===== config.mk =====
export PLATFORM = sky130hd
export DESIGN_NAME = wad_ram
export DESIGN_NICKNAME = d
export VERILOG_FILES = /design/src/rtl/wad_ram.sv
export SDC_FILE = /design/constraint.sdc
export NUM_CORES = 1
export LEC_CHECK = 0
export ABC_CLOCK_PERIOD_IN_PS = 3600
export BUFFER_PORTS_ARGS = -buffer_cell sky130_fd_sc_hd__buf_2
export CAP_MARGIN = 20
export CORE_MARGIN = 2
export CORE_UTILIZATION = 55
export CTS_CLUSTER_DIAMETER = 150
export DETAILED_ROUTE_END_ITERATION = 12
export PLACE_DENSITY = 0.73
export SLEW_MARGIN = 15
export SYNTH_ARGS = -nofsm -noshare
export SYNTH_HDL_FRONTEND = slang
export SYNTH_SLANG_ARGS = --single-unit
export TNS_END_PERCENT = 100

===== constraint.sdc =====
create_clock -name aclk -period 3.6 [get_ports aclk]
set_input_delay 0.72 -clock aclk [delete_from_list [all_inputs] [get_ports aclk]]
set_output_delay 0.72 -clock aclk [all_outputs]
set_load 0.005 [all_outputs]

===== src/rtl/wad_ram.sv =====
`default_nettype none

// Simple dual-port RAM: one write port, one read port with registered data.
module wad_ram #(
    parameter int WIDTH = 8,
    parameter int DEPTH = 16
) (
    input  wire logic                     aclk,
    input  wire logic                     wr_en,
    input  wire logic [$clog2(DEPTH)-1:0] wr_addr,
    input  wire logic [WIDTH-1:0]         wr_data,
    input  wire logic                     rd_en,
    input  wire logic [$clog2(DEPTH)-1:0] rd_addr,
    output logic      [WIDTH-1:0]         rd_data
);

    logic [WIDTH-1:0] mem [DEPTH];

    // Write port.
    always_ff @(posedge aclk) begin
        if (wr_en) begin
            mem[wr_addr] <= wr_data;
        end
    end

    // Read port with registered data.
    always_ff @(posedge aclk) begin
        if (rd_en) begin
            rd_data <= mem[rd_addr];
        end
    end

endmodule

`default_nettype wire


==> results of run 1 <==
metrics by stage:
| step | worst slack, ns | power [mW] |
|---|---|---|
| 2_1_floorplan | 1.387 | 1.914 |
| 3_3_place_gp | 1.008 | 1.978 |
| 3_5_place_dp | 0.9833 | 1.985 |
| 4_1_cts | 1.503 | 3.487 |
| 5_1_grt | 1.412 | 3.572 |
| 6_report | 1.512 | 3.468 |
power groups by stage:
stage          clock (mW)  combinational (mW)  sequential, mW
2_1_floorplan           0              0.0900            1.82
3_3_place_gp            0               0.152            1.83
3_5_place_dp            0               0.158            1.83
4_1_cts              1.53               0.158            1.79
5_1_grt              1.60               0.170            1.80
6_report             1.52               0.156            1.79
layout by cell type, fill, tap and decap left out:
cell type,n
edfxtp_1,136
nand3b_1,2
nor2b_1,1
clkbuf_16,16
and2b_1,1
clkbuf_8,1
nand2_1,9
buf_12,1
buf_4,7
clkinv_1,3
bufinv_16,1
clkinvlp_4,3
mux4_1,14
nor2_1,13
clkbuf_1,1
clkinv_2,4
nand2b_1,2
mux4_2,18
and2_1,1
a22oi_1,16
or3b_2,1
nand3_1,1
nor3_1,4
clkinv_4,3
buf_2,26
worst max-delay path, stage by stage:
cell,delay (ns)
buf_2,0.45
buf_12,0.26
mux4_1,0.63
a22oi_1,0.17
nand2_1,0.09
flip-flops by register name (all words and copies together), names as in the netlist:
register	cells
mem	128
rd_data	8
kinds of logic after synthesis:
| logic type | count (synthesis) |
|---|---|
| DFF | 136 |
| muxes | 32 |
| AOI/OAI and AO/OA | 16 |
| and+or+nand+nor | 35 |
| buffers and inverters | 10 |
final cells by class:
class | instances | share of cell area (%)
multi-input combinational | 83 | 17.52
sequential | 136 | 67.69
tap | 129 | 2.675
timing repair buffer | 34 | 3.360
clock buffer | 18 | 6.927
clock inverter | 14 | 1.825
layer usage:
layer / vias up / track usage [%] / wire, um
met5: - / 0 / 0
met4: 0 / 7.900 / 144
met3: 9 / 5.452 / 579
met2: 90 / 33.11 / 5023
met1: 1280 / 31.74 / 4358
li1: 1076 / - / -
worst paths after layout:
kind / slack, ns / depth (start not counted) / to / startpoint
max reg2reg: 2.09 / 3 / rd_data[4]$_DFFE_PP_ / mem[9][4]$_DFFE_PP_
min reg2reg: 0.75 / 3 / rd_data[6]$_DFFE_PP_ / mem[15][6]$_DFFE_PP_
max: 1.51 / 5 / rd_data[2]$_DFFE_PP_ / rd_addr[0]
min: 0.59 / 1 / mem[6][0]$_DFFE_PP_ / wr_data[0]
==> impl_metrics.csv, run 1 <==
group,metric,value,unit
finish,final_core_util,65.29,%
setup_path,crit_fanout,17,
finish,synthToLayoutAreaGrowth,15.41,%
grt,grt_pass1_wl,15140,um
status,status,"complete, no violations",
finish,fin_nets,291,
sta,tightest_slew,1.064,ns
yosys,synthMuxAreaShare,14.79,%
yosys,synth_top_family_by_area,"multiplexers",
yosys,synth-compound-area-share,2.298,%
sta,finalSetupViolCount,0,
floorplan,core_area,9240,um2
setup_path,crit_path_start_kind,"primary input",
placement,place_inst,382,
yosys,synthMostInstantiatedCell,"edfxtp_1",
route,vias,2455,
placement,gp_congestion,0.7605,
yosys,ys_top_cells_by_area,"edfxtp_1 (78%), mux4_2 (7.8%), mux4_1 (7.0%)",
route,wl,10110,um
sta,max_freq,478.9,MHz
route,drtPass1Iterations,4,
power_and_ir_drop,switchingPower,0.7157,mW
clocking,cts_buffer_depth,2,
sta,rsz0062_at_grt,"no",
sta,whs,0.5904,ns
route,drcViolationCount,0,
yosys,synth_cell_type_count,18,
power_and_ir_drop,power.share.combinational,4.5,%
sta,relSlewSlack,28.83,%
power_and_ir_drop,power_frac_seq,51.7,%
yosys,synth_seq_cells,136,
setup_path,critical_path_class,"in2reg",
yosys,synth_edf_count,136,
route,ant_nets,0,
floorplan,initial_utilization,56.57,%
sta,skew,0.007221,ns
clocking,cts_setup_buffers,0,
power_and_ir_drop,pwr-share-clk,43.8,%
setup_path,required,3.86,ns
sta,hold_violations,0,
route,wl_per_cell,24.41,um
yosys,syn_nets,248,
finish,diodes,0,
finish,fin_area,6033,um2
yosys,synthesis.yosys.warnings,0,
placement,io_buffer_count,26,
hold_path,hp-class,"in2reg",
flow_run,maxCapViolations,0,
clocking,path_clk_slew,0.06,ns
floorplan,dieArea,10300,um2
sta,tns,0,ns
clocking,cts.sinks,136,
yosys,synthXorXnorAreaFrac,0,%
clocking,cts_tree,"yes",
setup_path,critical_path_arrival,2.35,ns
grt,grt_pass1_vias,2525,
grt,grt_max_degree,33,
power_and_ir_drop,peakVddDrop,0.0003355,V
yosys,postSynth.asyncResetShare,0,%
floorplan,die_x,101.5,um
power_and_ir_drop,intPower,2.753,mW
finish,fin_cells,414,
route,viasPerCell,5.930,
yosys,syn_area_per_cell,22.83,um2
finish,multi_input_area,1057,um2
grt,grt_overflow,0,
placement,dp_hpwl,6222,um
grt,track_usage,21.89,%
floorplan,fp-row-count,35,
sta,drv_slew,0,
yosys,syn_inst,229,
setup_path,end_kind,"flip-flop",
clocking,postCtsHoldBufs,0,
floorplan,io_pins,27,
yosys,yosys.area_share.adder,0,%
yosys,ys_seq_area_share,78.12,%
yosys,synth_ff_type,"edfxtp_1",
clocking,cts_root_buf,"clkbuf_8",
sta,post-route-min-period,2.088,ns
yosys,synth-simple-area-share,3.135,%
finish,fillers,600,
yosys,synthesis.area,5228,um2
power_and_ir_drop,power_density,574.9,nW/um2
yosys,yosysTopAreaCell,"edfxtp_1",
placement,placed_cell_area,5505,um2
clocking,clock_latency,0.51,ns
yosys,yosysTopAreaCellShare,78.12,%
grt,antenna_found_initial,0,
finish,regArea,4084,um2
floorplan,die_h,101.5,um
finish,drive_above_1_share,28.42,%
clocking,ctsHtreeMaxLevel,4,
yosys,synth.top_cells.by_count,"edfxtp_1 (136), mux4_2 (18), a22oi_1 (16)",
sta,period_share,58.00,%
clocking,cts_inserted_buffers,17,
power_and_ir_drop,sw_frac_of_total,20.63,%
power_and_ir_drop,p_leak,2.009,nW
route,drt_first_iter_violations,245,
clocking,cts_resized,0,
(Power assumes the default switching activity.)
==> run 2, diff against run 1 <==
- ABC_CLOCK_PERIOD_IN_PS: 3600 -> 1900
- CORE_UTILIZATION: 55 -> 54
- PLACE_DENSITY: 0.73 -> 0.74
- clock period: 3.6 -> 1.9 ns (I/O delays scaled with it)
==> impl_metrics.csv, run 2 (synthesis gave the netlist of run 1 again) <==
group,metric,value,unit
setup_path,crit_fanout,1,
clocking,cts_setup_buffers,0,
finish,fin_nets,305,
floorplan,die_x,102.4,um
sta,relSlewSlack,75.20,%
status,status,"complete, no violations",
route,drcViolationCount,0,
route,wl_per_cell,22.54,um
setup_path,timing.reg2reg.setup_slack,0.37,ns
sta,hold_violations,0,
clocking,postCtsHoldBufs,0,
sta,max_freq,651.8,MHz
grt,track_usage,21.38,%
sta,post-route-min-period,1.534,ns
grt,met3_usage,7.592,%
sta,finalSetupViolCount,0,
floorplan,dieArea,10480,um2
floorplan,io_pins,27,
sta,drv_slew,0,
grt,grt_pass1_wl,15250,um
clocking,cts_buffer_depth,2,
route,drt_first_iter_violations,184,
power_and_ir_drop,power,7.033,mW
route,wl,9647,um
setup_path,crit_path_start_kind,"flip-flop",
route,vias,2509,
clocking,path_clk_slew,0.06,ns
placement,place_inst,396,
finish,drive_above_1_share,32.44,%
finish,largest_reg_flops,128,
sta,skew,0.007546,ns
clocking,cts.sinks,136,
sta,period_share,80.75,%
grt,antenna_found_initial,0,
power_and_ir_drop,peakVddDrop,0.0006347,V
clocking,cts_tree,"yes",
grt,grt.busiest_layer,"met2",
floorplan,core_area,9328,um2
setup_path,critical_path_arrival,1.79,ns
grt,grt_max_degree,33,
setup_path,end_kind,"flip-flop",
clocking,clock_latency,0.51,ns
clocking,cts_inserted_buffers,17,
hold_path,hp-class,"in2reg",
power_and_ir_drop,power_density,1125,nW/um2
placement,gp_congestion,0.7484,
finish,final_core_util,67.00,%
flow_run,maxCapViolations,0,
sta,rsz0062_at_grt,"no",
finish,registers.top_by_ff_count,"mem",
finish,fin_cells,428,
grt,grt_overflow,0,
grt,grtUsageMet1,27.04,%
clocking,cts_root_buf,"clkbuf_8",
setup_path,critical_path_class,"reg2reg",
placement,dp_hpwl,5975,um
route,drtPass1Iterations,4,
clocking,ctsHtreeMaxLevel,4,
placement,io_buffer_count,26,
floorplan,fp-row-count,35,
floorplan,initial_utilization,56.04,%
finish,mostFrequentLayoutCells,"edfxtp_1 (136), buf_2 (26), buf_4 (19), mux4_2 (18)",
route,viasPerCell,5.862,
grt,grt_pass1_vias,2677,
finish,layout_commonest_cell,"edfxtp_1",
clocking,cts_resized,0,
finish,biggestRegsByFlops,"mem x128, rd_data x8",
grt,use_met2,34.41,%
setup_path,required,2.16,ns
sta,tightest_slew,0.3720,ns
finish,diodes,0,
route,ant_nets,0,
floorplan,die_h,102.4,um
power_and_ir_drop,p_leak,2.133,nW
finish,synthToLayoutAreaGrowth,19.55,%
run 2: changes by cell type in the layout (fill, tap and decap cells not counted), sizes merged:
cell,previous run,this run
clkinv,10,4
clkinvlp,3,2
bufinv,1,4
inv,0,4
buf,34,48
run 2: through the flow:
| stage | hold WS [ns] | setup TNS (ns) | setup WS (ns) | cell area (um2) |
|---|---|---|---|---|
| 3_3_place_gp | 0.7324 | 0 | 0.01918 | 5635 |
| 3_5_place_dp | 0.7331 | -0.002725 | -0.002725 | 5635 |
| 6_report | 0.2382 | 0 | 0.3658 | 6250 |
| 5_1_grt | 0.2097 | 0 | 0.3165 | 6250 |
| 2_1_floorplan | 0.4789 | 0 | 0.02713 | 5228 |
| 4_1_cts | 0.2110 | 0 | 0.3541 | 6250 |
run 2: path summary, 6_finish.rpt:
kind / depth (start not counted) / to / start
worst min register to register: 3 / rd_data[3]$_DFFE_PP_ / mem[4][3]$_DFFE_PP_
worst min-delay path: 1 / rd_data[0]$_DFFE_PP_ / rd_en
worst max register to register: 3 / rd_data[4]$_DFFE_PP_ / mem[11][4]$_DFFE_PP_
worst max-delay path: 3 / rd_data[4]$_DFFE_PP_ / mem[11][4]$_DFFE_PP_
run 2: layer usage:
| layer | wire (um) | up-vias |
|---|---|---|
| met1 | 3661 | 1284 |
| met3 | 703 | 13 |
| met2 | 5077 | 112 |
| met5 | 0 | - |
| met4 | 204 | 0 |
| li1 | - | 1100 |
run 2: layout make-up:
cell class              instances  area, um2
clock buffers                  18      417.9
clock inverters                14      196.4
fillers                       580       3078
multi-input cells              83       1057
flip-flops and latches        136       4084
well taps                     129      161.4
repair buffers                 48      332.8
run 2: critical path, cell delays in order, from the launching register on:
cell and delay (ns):
edfxtp_1 0.42, mux4_1 0.53, a22oi_1 0.26, nand2_1 0.07
run 2: power by group:
| part | total [mW] | switching (mW) | leakage, nW | internal, mW |
|---|---|---|---|---|
| Sequential | 3.40 | 0.0210 | 1.24 | 3.38 |
| Combinational | 0.307 | 0.168 | 0.603 | 0.139 |
| Clock | 3.32 | 1.18 | 0.294 | 2.14 |
| Total | 7.03 | 1.37 | 2.13 | 5.66 |
==> run 3, diff against run 2 <==
- ABC_CLOCK_PERIOD_IN_PS: 1900 -> 1490
- CORE_UTILIZATION: 54 -> 55
- PLACE_DENSITY: 0.74 -> 0.73
- clock period: 1.9 -> 1.49 ns (I/O delays scaled with it)
==> impl_metrics.csv, run 3 (synthesis gave the netlist of run 1 again) <==
group,metric,value,unit
flow_run,maxCapViolations,0,
placement,place_inst,402,
clocking,cts_root_buf,"clkbuf_8",
finish,registers.top_by_ff_count,"mem",
floorplan,io_pins,27,
finish,synthToLayoutAreaGrowth,19.58,%
floorplan,die_x,101.5,um
setup_path,critical_path_class,"reg2reg",
sta,max_freq,684.3,MHz
sta,rsz0062_at_grt,"no",
floorplan,core_area,9240,um2
clocking,path_clk_slew,0.06,ns
route,drcViolationCount,0,
grt,grt_pass1_vias,2553,
sta,post-route-min-period,1.461,ns
sta,finalSetupViolCount,0,
setup_path,cp_slowest_cell,"mux4_2",
route,wl_per_cell,22.89,um
route,viasPerCell,5.622,
route,ant_nets,0,
finish,largest_reg_flops,128,
grt,grt_pass1_wl,15110,um
route,wl,9935,um
placement,placed_cell_area,5654,um2
finish,biggestRegsByFlops,"mem x128, rd_data x8",
finish,fin_nets,311,
grt,grt_max_degree,17,
floorplan,fp-row-count,35,
floorplan,die_h,101.5,um
setup_path,required,1.75,ns
placement,gp_congestion,0.7528,
clocking,cts_tree,"yes",
setup_path,crit_path_start_kind,"flip-flop",
setup_path,crit_family,"multiplexers",
route,vias,2440,
placement,dp_hpwl,6704,um
clocking,clock_latency,0.51,ns
setup_path,end_kind,"flip-flop",
setup_path,crit_chain,"mux4_2, a22oi_1, nand2_1",
clocking,ctsHtreeMaxLevel,4,
power_and_ir_drop,power_density,1394,nW/um2
finish,diodes,0,
setup_path,worst_path_largest_cell_delay,0.48,ns
finish,drive_above_1_share,40.98,%
setup_path,cp_num_buf_inv,0,
route,drtPass1Iterations,5,
finish,fin_cells,434,
sta,relSlewSlack,44.50,%
power_and_ir_drop,peakVddDrop,0.0008911,V
sta,drv_slew,0,
clocking,cts_inserted_buffers,17,
clocking,cts.sinks,136,
grt,grt_overflow,0,
power_and_ir_drop,p_leak,2.086,nW
status,status,"complete, no violations",
finish,layout_commonest_cell,"edfxtp_1",
floorplan,initial_utilization,56.57,%
sta,hold_violations,0,
sta,period_share,98.08,%
setup_path,critical_path_arrival,1.72,ns
floorplan,dieArea,10300,um2
hold_path,hp-class,"in2reg",
route,drt_first_iter_violations,160,
clocking,cts_buffer_depth,2,
grt,track_usage,21.76,%
grt,antenna_found_initial,0,
setup_path,crit_fanout,1,
finish,fin_area,6251,um2
placement,io_buffer_count,26,
power_and_ir_drop,power,8.712,mW
sta,skew,0.009525,ns
finish,mostFrequentLayoutCells,"edfxtp_1 (136), mux4_2 (31), buf_2 (26), buf_4 (24), clkbuf_16 (16)",
sta,tightest_slew,0.8307,ns
-- run 3: final timing paths --
| check | start | to | slack [ns] | cells past startpoint |
|---|---|---|---|---|
| worst min-delay path | rd_en | rd_data[2]$_DFFE_PP_ | 0.16 | 1 |
| worst max-delay path | mem[8][2]$_DFFE_PP_ | rd_data[2]$_DFFE_PP_ | 0.03 | 3 |
| worst max register to register | mem[8][2]$_DFFE_PP_ | rd_data[2]$_DFFE_PP_ | 0.03 | 3 |
| worst min register to register | mem[6][2]$_DFFE_PP_ | rd_data[2]$_DFFE_PP_ | 0.76 | 3 |
-- run 3: cell type report --
class / count / area, um2
sequential: 136 / 4084
fill: 563 / 2989
multi-input combinational: 83 / 1046
clock buffer: 18 / 417.9
timing repair buffer: 54 / 390.4
tap: 129 / 161.4
clock inverter: 14 / 151.4
-- run 3: stage by stage --
stage	setup TNS, ns	hold WS (ns)	worst slack [ns]	util [%]
2_1_floorplan	-2.295	0.3969	-0.07415	-
4_1_cts	0	0.1277	0.006589	67.41
6_report	0	0.1558	0.02859	67.65
3_3_place_gp	-4.004	0.6772	-0.3695	61.19
3_5_place_dp	-4.585	0.6761	-0.3875	61.19
5_1_grt	0	0.1220	0.005007	67.65
-- run 3: report_power, final --
part / switching, mW / total, mW / internal [mW] / leakage, nW
clock: 1.55 / 3.94 / 2.39 / 0.264
sequential: 0.0254 / 4.34 / 4.31 / 1.24
combinational: 0.238 / 0.437 / 0.199 / 0.586
total: 1.82 / 8.71 / 6.90 / 2.09
-- run 3: per-layer routing --
layer | GRT usage (%) | vias to the layer above | share of wire, %
met5 | 0 | - | 0
met3 | 7.177 | 6 | 5.2
met4 | 7.796 | 0 | 0.78
met1 | 28.68 | 1260 | 41
li1 | - | 1098 | -
met2 | 34.59 | 76 | 53
-- run 3: what timing repair did --
item                       4_1_cts  5_1_grt
hold buffers                     0        0
setup buffers                    0        0
setup endpoints to repair        1        4
gates resized for setup          1        5
pin swaps                        1        2
